--- src/rtl/ncd_ram.sv ---
`timescale 1ns / 1ps
`default_nettype none
module ncd_ram #(
   parameter int WIDTH = 32,
   parameter int DEPTH = 64
) (
   input  wire logic                     clock,
   input  wire logic                     wr_en,
   input  wire logic [$clog2(DEPTH)-1:0] wr_addr,
   input  wire logic [WIDTH-1:0]         wr_data,
   input  wire logic                     rd_en,
   input  wire logic [$clog2(DEPTH)-1:0] rd_addr,
   output      logic [WIDTH-1:0]         rd_data
);

   logic [WIDTH-1:0] mem_ff [DEPTH];
   logic [WIDTH-1:0] rd_data_ff;

   always_ff @(posedge clock) begin
      if (wr_en) begin
         mem_ff[wr_addr] <= wr_data;
      end
      if (rd_en) begin
         rd_data_ff <= mem_ff[rd_addr];
      end
   end

   assign rd_data = rd_data_ff;

endmodule
`default_nettype wire

--- config.mk ---
export PLATFORM = sky130hd
export DESIGN_NAME = ncd_ram
export DESIGN_NICKNAME = d
export VERILOG_FILES = /design/src/rtl/ncd_ram.sv
export SDC_FILE = /design/constraint.sdc
export NUM_CORES = 2
export LEC_CHECK = 0
export BUFFER_PORTS_ARGS = -buffer_cell sky130_fd_sc_hd__buf_2
export CORE_UTILIZATION = 57
export CTS_BUF_LIST = sky130_fd_sc_hd__clkbuf_8 sky130_fd_sc_hd__clkbuf_16
export CTS_CLUSTER_SIZE = 40
export DETAILED_ROUTE_END_ITERATION = 8
export PLACE_DENSITY = 0.82
export SLEW_MARGIN = 20
export SYNTH_ARGS = -nofsm -noshare
export SYNTH_HDL_FRONTEND = slang
export SYNTH_SLANG_ARGS = --single-unit
--- constraint.sdc ---
create_clock -name clock -period 3.87 [get_ports clock]
set_input_delay 0.9675 -clock clock [delete_from_list [all_inputs] [get_ports clock]]
set_output_delay 0.9675 -clock clock [all_outputs]
set_load 0.02 [all_outputs]
== Word-level counts from Yosys, hierarchy flattened ==
Memory sizes are Yosys's and may differ from the RTL's. A register that Yosys moved wholly into a read port is not among the register bits.
Index checks and enable logic that the tools add are counted.
Widths: inputs -> output; s select.

* Mux-type cells: 2

{| class="wikitable"
|+ Operators with widths
! cell !! number
|-
| $mux 1 || 2
|}

* Bits in registers: 0
* Bits of input ports: 47
* Output and inout port bits: 32
* Logic and storage cells: 3
* Memories kept: 1
* Memory bits (writable): 2048

{| class="wikitable"
|+ Memory list
! name !! depth !! bits a word !! read ports !! clocked after memory_dff !! wr ports !! RTL line !! source
|-
| mem_ff || 64 || 32 || 1 || 1 || 1 || 16 || <nowiki>logic [WIDTH-1:0] mem_ff [DEPTH];</nowiki>
|}

== Longest topological paths before layout ==
* Depth after elaboration: 2
* Mapped depth: 10
* Gate-level depth less buffers: 5

== Least setup slack after synthesis ==
No wires, ideal clock.

* Path kind: input to register
* Start: input wr_addr[3]
* End: memory mem_ff[48][0] (enable)
* Buffers on the path: 1
* Library setup time: 0.461 ns
* Data required time: 3.409 ns
* Setup slack: -0.257 ns
* Arrival time: 3.666 ns
* Stages: 4
* Cell sequence: clkbuf_1 -> nor2b_1 -> nand4b_1 -> nor3_1

{| class="wikitable"
|+ RTL lines
! element !! RTL line !! source
|-
| from (decl) || 9 || <nowiki>input wire logic [$clog2(DEPTH)-1:0] wr_addr,</nowiki>
|-
| to (decl) || 16 ||
|}

No word-level cell before the write port.

==> impl_metrics.toml <==
[min_path]
hp-class = "primary input to flip-flop"

[setup_path]
crit_chain = "buf_8, buf_12, buf_4, buf_4, mux4_2, mux4_2, o22ai_1, nor2_1"
worstPathMaxFanout = 35
path_class = "primary input to flip-flop"
cp-start-kind = "primary input"
cp-end-kind = "flip-flop"
critPathSlowestCell = "o22ai_1"
crit_required_ns = 4.40
cp_slowest_stage_delay_ns = 0.79
critPathArrivalTime_ns = 3.76

[sta]
clock_skew_ns = 0.0328
finalHoldViolations = 0
timing.fmax_mhz = 309
fin_crit_ns = 3.23
tightest_slew_ns = 1.19
relSlewSlack_pct = 21.0
finalCritPeriodShare_pct = 83.6
setup_viol = 0
rsz0062_at_grt = "false"
finalMaxSlewViolations = 0
holdWs_ns = 0.592

[global_routing]
grt_antenna_before_repair = 19
overflow = 0
grt_pass1_vias = 41600
grt_max_degree = 65
grt.total_usage_pct = 33.1
grt_first_pass_wirelength_mm = 317

[clocking]
ctsHoldBuffers = 0
insertion_delay_ns = 0.82
cts-resized-gates = 0
cts_inserted_buffers = 191
clk_pin_slew_ns = 0.06
cts-htree-levels = 4
cts_buffer_depth = 3
clockRootBuffer = "clkbuf_16"
cts_sinks = 2080
cts_tree = "done"
cts_setup_buffers = 0

[floorplan]
row_count = 136
die_x_microns = 374
die-area_sq_um = 140000
die_height_microns = 374
ios = 79
core_area_sq_um = 137000
start_util_pct = 57.4

[detailed_routing]
firstDrtPassIters = 7
wl_per_cell_microns = 40.7
drt-vias-per-instance = 7.31
drt_iter0_drc = 7093
drt_drc_violations_left = 0
ant_nets = 0
finalWirelength_mm = 228
vias = 40900

[yosys]
synth_area_sq_um = 78800
syn_nets = 3371
synthTopCellsByArea = "edfxtp_1, mux4_2, mux2i_1"
syn_inst = 3324
ys_warn_count = 0
ys_ff_latch = 2080
ys_async_sr_fraction_pct = 0
synth_cell_types = 33
synth_top_cell_by_area = "edfxtp_1"
synth_seq_area_share_pct = 79.2
synthFlopType = "edfxtp_1"
synth-edff-count = 2080
syn_area_per_cell_sq_um = 23.7
yosysTopAreaCellShare_pct = 79.2

[power_and_ir_drop]
power_density_nw_per_um2 = 512
irDropWorstVdd_uv = 475
power_leakage_uw = 0.0282

[finish]
drive_gt1_share_pct = 31.6
final_cell_mix = "edfxtp_1, mux4_2, clkbuf_16, buf_4, mux2i_1"
final_common_cell = "edfxtp_1"
syn_to_final_growth_pct = 13.8
layout.nets = 3694
fin_area_sq_um = 89700

[run_status]
outcome = "complete, no violations"

[place]
gp_congestion = 0.878
port_buffers = 78
post_dp_cell_area_sq_um = 83600
hpwl_mm = 117

[run]
cap_violations = 0
[cell families after synthesis]
group	Yosys count	synth area share, %
buffers and inverters	182	1.12
multiplexers	637	16.7
AO/OA/AOI/OAI	202	1.67
flip-flops	2080	79.2
AND/OR/NAND/NOR	223	1.26
[stage by stage]
| stage | TNS (ns) | setup WS, ns | total power, uW | util, % | cells |
|---|---|---|---|---|---|
| after global routing | 0 | 0.689 | 46800 | 65.3 | 5595 |
| final | 0 | 0.636 | 45900 | 65.3 | 5600 |
| after global placement | 0 | 0.110 | 27900 | 60.9 | 5246 |
| after detailed placement | -0.00450 | -0.00450 | 28000 | 60.9 | 5246 |
| after floorplan | 0 | 0.251 | 26800 | - | 3324 |
| after CTS | 0 | 0.808 | 46000 | 65.2 | 5589 |
[area by class of cell]
type | instances | area (sq um)
tap | 1794 | 2240
timing repair buffer | 312 | 3020
clock buffer | 195 | 4880
fill | 7832 | 47600
sequential | 2080 | 62500
multi-input combinational | 1062 | 16000
antenna | 9 | 22.5
clock inverter | 148 | 1110
[registers in the layout, summed over array words and instances (netlist names)]
register and count:
rd_data 32, mem_ff 2048
[power breakdown]
group / switching, uW / leakage, uW / total [uW] / internal [uW]
clock: 8300 / 0.00308 / 18300 / 10000
combinational: 1610 / 0.00641 / 2530 / 921
sequential: 113 / 0.0187 / 25100 / 25000
[cells in the mapped netlist (12+ instances only)]
master    instances
o221ai_1         27
buf_2            57
a22oi_1          12
a21oi_1          62
nand2_1          26
o22ai_1          84
nor2_1          137
mux4_2          544
buf_4            25
mux2i_1          93
edfxtp_1       2080
clkbuf_1         74
nor2b_1          15
buf_1            21
[path summary, 6_finish.rpt]
kind / cells after the start / to / slack, ns / from
setup / recovery: 8 / rd_data[2] / 0.64 / rd_addr[1]
hold / removal: 1 / mem_ff[52][16] / 0.59 / wr_data[16]
setup reg to reg: 4 / rd_data[2] / 1.28 / mem_ff[13][2]
hold reg to reg: 4 / rd_data[4] / 0.89 / mem_ff[29][4]
[worst max-delay path: cells and delay by family]
kind	cells	cell delay, ns
multiplexers	2	0.80
AO/OA/AOI/OAI	1	0.79
AND/OR/NAND/NOR	1	0.12
buffers and inverters	4	0.99
[per-layer routing]
| layer | up-vias | track usage, % | wire (microns) | share of wire [%] |
|---|---|---|---|---|
| met5 | - | 0 | 119 | 0.052 |
| met4 | 18 | 20.7 | 16500 | 7.2 |
| met3 | 913 | 8.63 | 32200 | 14 |
| met2 | 4119 | 52.0 | 109000 | 48 |
| met1 | 21000 | 41.5 | 69700 | 31 |
| li1 | 14900 | - | - | - |
(Power assumes the default switching activity.)
