[config.mk]
export PLATFORM = sky130hd
export DESIGN_NAME = ncd_dist
export DESIGN_NICKNAME = d
export VERILOG_FILES = /design/src/rtl/ncd_pkg.sv /design/src/rtl/ncd_dist.sv
export SDC_FILE = /design/constraint.sdc
export NUM_CORES = 1
export LEC_CHECK = 0
export ABC_AREA = 1
export ABC_CLOCK_PERIOD_IN_PS = 14500
export BUFFER_PORTS_ARGS = -buffer_cell sky130_fd_sc_hd__buf_4
export CELL_PAD_IN_SITES_DETAIL_PLACEMENT = 1
export CELL_PAD_IN_SITES_GLOBAL_PLACEMENT = 2
export CORE_ASPECT_RATIO = 1.5
export CORE_MARGIN = 4
export CORE_UTILIZATION = 42
export CTS_CLUSTER_SIZE = 24
export DETAILED_ROUTE_END_ITERATION = 16
export GPL_TIMING_DRIVEN = 1
export PLACE_DENSITY = 0.9
export REMOVE_ABC_BUFFERS = 1
export SYNTH_ARGS = -nofsm -noshare
export SYNTH_HDL_FRONTEND = slang
export SYNTH_SLANG_ARGS = --single-unit
[constraint.sdc]
create_clock -name clock -period 14.5 [get_ports clock]
set_input_delay 0 -clock clock [delete_from_list [all_inputs] [get_ports clock]]
set_output_delay 0 -clock clock [all_outputs]
set_load 0.01 [all_outputs]
[src/rtl/ncd_pkg.sv]
`timescale 1ns / 1ps
`default_nettype none
package ncd_pkg;

   localparam int MAX_CENTERS = 64;
   localparam int COORD_BITS  = 16;
   localparam int SLOT_BITS   = $clog2(MAX_CENTERS);
   localparam int CNT_BITS    = 7;
   localparam int FACTOR_BITS = 16;
   localparam int FACTOR_FRAC = 12;
   localparam int DIFF_BITS   = COORD_BITS + 1;
   localparam int SQ_BITS     = 2 * COORD_BITS;
   localparam int DIST_BITS   = SQ_BITS + 1;
   localparam int PROD_BITS   = DIFF_BITS + FACTOR_BITS;
   localparam int OUT_BITS    = 21;
   localparam int IN_DATA_BITS  = 40;
   localparam int OUT_DATA_BITS = 48;

   localparam logic REG_NUM_CENTERS = 1'b0;
   localparam logic REG_PULL_FACTOR = 1'b1;

   localparam logic CMD_WRITE = 1'b0;
   localparam logic CMD_NODE  = 1'b1;

   typedef struct packed {
      logic [COORD_BITS-1:0] y;
      logic [COORD_BITS-1:0] x;
   } pt_type;

   typedef enum logic [4:0] {
      ST_IDLE   = 5'b00001,
      ST_SEARCH = 5'b00010,
      ST_DRAIN  = 5'b00100,
      ST_DISP   = 5'b01000,
      ST_EMIT   = 5'b10000
   } state_type;

endpackage
`default_nettype wire

[src/rtl/ncd_dist.sv]
`timescale 1ns / 1ps
`default_nettype none
// Two-stage squared-distance unit: axis differences, then their squares.
// One candidate centre enters per cycle; the centre travels alongside.
module ncd_dist (
   input  wire logic                             clock,
   input  wire logic                             reset,
   input  wire logic                             in_valid,
   input  wire ncd_pkg::pt_type                  center,
   input  wire ncd_pkg::pt_type                  query,
   output      logic                             out_valid,
   output      ncd_pkg::pt_type                  out_center,
   output      logic [ncd_pkg::SQ_BITS-1:0]      sq_x,
   output      logic [ncd_pkg::SQ_BITS-1:0]      sq_y
);

   logic                                 diff_valid_ff;
   logic signed [ncd_pkg::DIFF_BITS-1:0] dx_ff, dx_in;
   logic signed [ncd_pkg::DIFF_BITS-1:0] dy_ff, dy_in;
   ncd_pkg::pt_type                      diff_center_ff;
   logic                                 sq_valid_ff;
   logic [ncd_pkg::SQ_BITS-1:0]          sq_x_ff, sq_y_ff;
   ncd_pkg::pt_type                      sq_center_ff;
   logic signed [2*ncd_pkg::DIFF_BITS-1:0] prod_x, prod_y;

   assign dx_in = $signed({1'b0, center.x}) - $signed({1'b0, query.x});
   assign dy_in = $signed({1'b0, center.y}) - $signed({1'b0, query.y});
   assign prod_x = dx_ff * dx_ff;
   assign prod_y = dy_ff * dy_ff;

   always_ff @(posedge clock) begin
      if (reset) begin
         diff_valid_ff <= 1'b0;
         sq_valid_ff   <= 1'b0;
      end else begin
         diff_valid_ff <= in_valid;
         sq_valid_ff   <= diff_valid_ff;
      end
      dx_ff          <= dx_in;
      dy_ff          <= dy_in;
      diff_center_ff <= center;
      // A square of a 17-bit difference never exceeds 32 unsigned bits.
      sq_x_ff        <= prod_x[ncd_pkg::SQ_BITS-1:0];
      sq_y_ff        <= prod_y[ncd_pkg::SQ_BITS-1:0];
      sq_center_ff   <= diff_center_ff;
   end

   assign out_valid  = sq_valid_ff;
   assign out_center = sq_center_ff;
   assign sq_x       = sq_x_ff;
   assign sq_y       = sq_y_ff;

endmodule
`default_nettype wire

After elaboration in Yosys (flattened, before gate mapping)
Cells that the tools add are included.
- register bits: 164
- output and inout bits: 97
- bits of input ports: 67
- multiply operators: 2
- $add $sub $neg: 2
- operators by type and width (kind ; number):
    $mul A17 B17 Y32 ; 2
    $sub A16 B16 Y17 ; 2

Longest topological paths before layout
- depth in word-level cells: 1
- gate-level depth with buffers: 26
- mapped depth without buffers: 25

Least setup slack after synthesis
Ideal clock, no wire load.
- path type: flip-flop to flip-flop
- start point: reg dx_ff[2] (netlist bit)
- end point: reg sq_x_ff, in the netlist sq_x[29]
- path slack: 8.858 ns
- arrival time: 5.529 ns
- stages on the path, launching flop included: 20
- setup time: 0.113 ns
- path through: dfxtp_1 -> clkbuf_1 -> clkbuf_1 -> nand2_1 -> inv_1 -> fa_1 -> inv_1 -> fa_1 -> inv_1 -> fa_1 -> fa_1 -> fa_1 -> fa_1 -> ha_1 -> nand2_1 -> nor2_1 -> nand2_1 -> or2_2 -> nand4_1 -> nand2_1
- cells in the longest elaborated chain, start to end: 1
- RTL lines (element ; RTL line ; RTL):
    start: declaration ; ncd_dist.sv:18 ; logic signed [ncd_pkg::DIFF_BITS-1:0] dx_ff, dx_in;
    start signal: assignment ; ncd_dist.sv:39 ; dx_ff <= dx_in;
    $mul A17 B17 Y32 ; ncd_dist.sv:28 ; assign prod_x = dx_ff * dx_ff;
    via prod_x, one bit ; ncd_dist.sv:24 ; logic signed [2*ncd_pkg::DIFF_BITS-1:0] prod_x, prod_y;
    end signal: assignment ; ncd_dist.sv:43 ; sq_x_ff <= prod_x[ncd_pkg::SQ_BITS-1:0];
    end: declaration ; ncd_dist.sv:22 ; logic [ncd_pkg::SQ_BITS-1:0] sq_x_ff, sq_y_ff;
The timed path passes the listed nets, and every way through them passes these cells.
A chain may end at the register's enable or synchronous reset.

Final worst setup path
- start point: reg dy_ff[16] (netlist bit)
- end point: reg sq_y_ff, in the netlist sq_y[25]
- cells in the longest elaborated chain, start to end: 1
- RTL lines (element ; RTL line ; RTL):
    start: declaration ; ncd_dist.sv:19 ; logic signed [ncd_pkg::DIFF_BITS-1:0] dy_ff, dy_in;
    start signal: assignment ; ncd_dist.sv:40 ; dy_ff <= dy_in;
    $mul A17 B17 Y32 ; ncd_dist.sv:29 ; assign prod_y = dy_ff * dy_ff;
    via prod_y, one bit ; ncd_dist.sv:24 ;
    end signal: assignment ; ncd_dist.sv:44 ; sq_y_ff <= prod_y[ncd_pkg::SQ_BITS-1:0];
    end: declaration ; ncd_dist.sv:22 ;
The timed path passes the listed nets, and every way through them passes these cells.

==> flow_summary.toml <==
[outcome]
status = "complete, no violations"

[global_routing]
grt_pass1_vias = 23400
grt-ovfl-total = 0
grtUsageTotal_pct = 24.8
grt_pass1_wl_um = 121000
grt_max_degree = 25
antenna_found_initial = 1

[floorplan]
io_pins = 164
start_util_pct = 42.3
core_area_sq_um = 58900
die-area_sq_um = 63400
die_h_um = 306
num_rows = 109
die_w_um = 207

[clock_tree]
numCtsBuffers = 17
cts_setup_buffers = 0
htreeDepth = 4
clkLatencyLatePin_ns = 0.50
root_buffer = "clkbuf_16"
clock_path_buffers = 2
cts_tree = "yes"
cts.clk_slew.worst_paths_ns = 0.10
cts_sinks = 162

[setup_path]
cp.depth = 19
worst_path_largest_cell_delay_ns = 0.97
critical_path_arrival_ns = 7.14
path_max_fanout = 24
worstPathBufferInverterCount = 5
path_cells = "clkinv_1 -> or2_2 -> fa_1 -> inv_1 -> fa_1 -> fa_1 -> fa_1 -> fa_1 -> inv_1 -> fa_1 -> inv_1 -> ha_1 -> nand2_1 -> nor2_1 -> inv_1 -> nor3_2 -> nand3_1 -> o211ai_1 -> xor2_1"
cpLargestDelayFamily = "adder cells"
worstRegToRegCells = 19
cpMostUsedCell = "fa_1"
cpMaxStageDelayCell = "dfxtp_1"
end_kind = "register"
crit_type = "register to register"
crit_path_start_kind = "register"
cp.required_ns = 14.87

[logic_synthesis]
syn_inst = 2931
yosys.area_share.xor_xnor_pct = 3.37
seq_area_frac_synth_pct = 13.0
synthFlopType = "dfxtp_1"
synth_top_family_by_area = "adder cells"
synth_edf_count = 0
synth-async-reset-ratio_pct = 0
synthesis.area_sq_um = 24900
synthAdderAreaFrac_pct = 51.5
postSynthAreaPerCell_sq_um = 8.50
yosys.area_share.simple_pct = 12.4
synth_compound_area_share_pct = 4.67
muxShareOfSynthArea_pct = 0
ys_ff_latch = 162
ys_types = 46
ys_warn_count = 0

[sta]
fin_crit_ns = 6.77
max_freq_mhz = 148
finalHoldViolCount = 0
finalCritPeriodShare_pct = 46.7
rsz0062_at_grt = "no"
setup_viol = 0
fin_setup_tns_ns = 0
slew_headroom_pct = 29.3
clock_skew_ns = 0.0254
slew_viol_final = 0
tightestPinTransition_ns = 1.06

[final_layout]
area_growth_pct = 12.5
final_common_cell = "inv_1"
multi_input_area_sq_um = 17900
layout_common_cells = "921 x inv_1, 524 x nand2_1, 513 x fa_1"
fillerInstances = 7120
regArea_sq_um = 3240
drive_above_1_share_pct = 7.58
num-nets-final = 3887

[route]
wl_per_cell_um = 19.0
drc_errors = 0
viasPerCell = 4.90
vias = 19100
final_antenna_net_count = 0
first_iter_violations = 697
drt_wl_total_um = 74100
dr.pass1.iters = 5

[placement]
place_congestion = 0.916
placement.io_buffers = 161
hpwl_um = 63700

[worst_hold_path]
holdCritPathClass = "input port to register"
hold-path-cell-count = 4

[job]
cap_violations = 0
## tightest hold or removal path, cell delays in order
cell    delay, ns
buf_4        0.11
inv_1        0.04
ha_1         0.22
xor2_1       0.09
## cells by family (layout without fill, tap and decap cells)
logic type               count (synthesis)  count (layout)
AO/OA/AOI/OAI                          202             202
flip-flops                             162             162
other                                    1               3
buffers and inverters                  996            1179
AND/OR/NAND/NOR                        756             756
XOR/XNOR                                96              96
adder cells (fa/ha/maj)                718             718
## state kept, by name, summed over array words and instances (netlist names)
signal / count
out_center: 32
out_valid: 1
sq_x: 31
dy_ff: 17
sq_y: 31
diff_valid_ff: 1
diff_center_ff: 32
dx_ff: 17
## what timing repair did
action,4_1_cts,5_1_grt
hold buffers,48,0
hold endpoints to repair,64,0
resized for setup,0,0
## synth_stat cells, drive strengths merged (3+ instances only)
cell | instances | area (sq um)
inv | 922 | 3460
nand3 | 62 | 315
nor3 | 17 | 95.1
nor2 | 106 | 405
a31oi | 6 | 37.5
clkbuf | 63 | 236
buf | 9 | 45.0
o21bai | 13 | 97.6
or2 | 11 | 68.8
a21o | 14 | 105
xnor2 | 27 | 236
fa | 513 | 10300
o21ai | 54 | 285
nand2 | 528 | 1990
ha | 205 | 2560
a31o | 3 | 26.3
xor2 | 69 | 604
nand3b | 5 | 37.5
o211ai | 3 | 22.5
a21oi | 97 | 489
dfxtp | 162 | 3240
a21boi | 6 | 52.6
nand4 | 20 | 125
## layout make-up
type,instances,area share (%)
Clock inverter,15,0.727
Tap cell,777,3.47
Sequential cell,162,11.6
Multi-Input combinational cell,1774,63.9
Inverter,924,12.4
Antenna cell,1,0.00892
Timing Repair Buffer,223,6.40
Clock buffer,17,1.52
## worst paths after layout
kind / endpoint / slack [ns] / start
max: sq_y[25] / 7.73 / dy_ff[16]
min: dx_ff[3] / 0.01 / query[3]
max reg2reg: sq_y[25] / 7.73 / dy_ff[16]
min reg2reg: out_center[22] / 0.31 / diff_center_ff[22]
## per-layer routing
layer  global-route usage (%)  up-vias  wire (um)
met3                     2.88      185       1740
met4                     10.5        2       3400
met5                        0        -          7
li1                         -     8742          -
met1                     24.7     9786      25600
met2                     50.2      359      43400
## through the flow
step / util (%) / cells / cell area (sq um) / hold slack, ns / worst slack, ns
floorplan: - / 2860 / 24600 / 0.0277 / 9.01
global placement: 45.7 / 3812 / 26900 / 0.115 / 7.82
detailed placement: 45.7 / 3812 / 26900 / 0.116 / 7.71
CTS: 47.6 / 3892 / 28000 / 0.00544 / 7.71
global route: 47.6 / 3892 / 28000 / 0.0390 / 7.37
finish: 47.6 / 3893 / 28000 / 0.0108 / 7.73
Power is not shown: default switching activity piles up to over one toggle a cycle in this logic, so the estimate is an artifact.
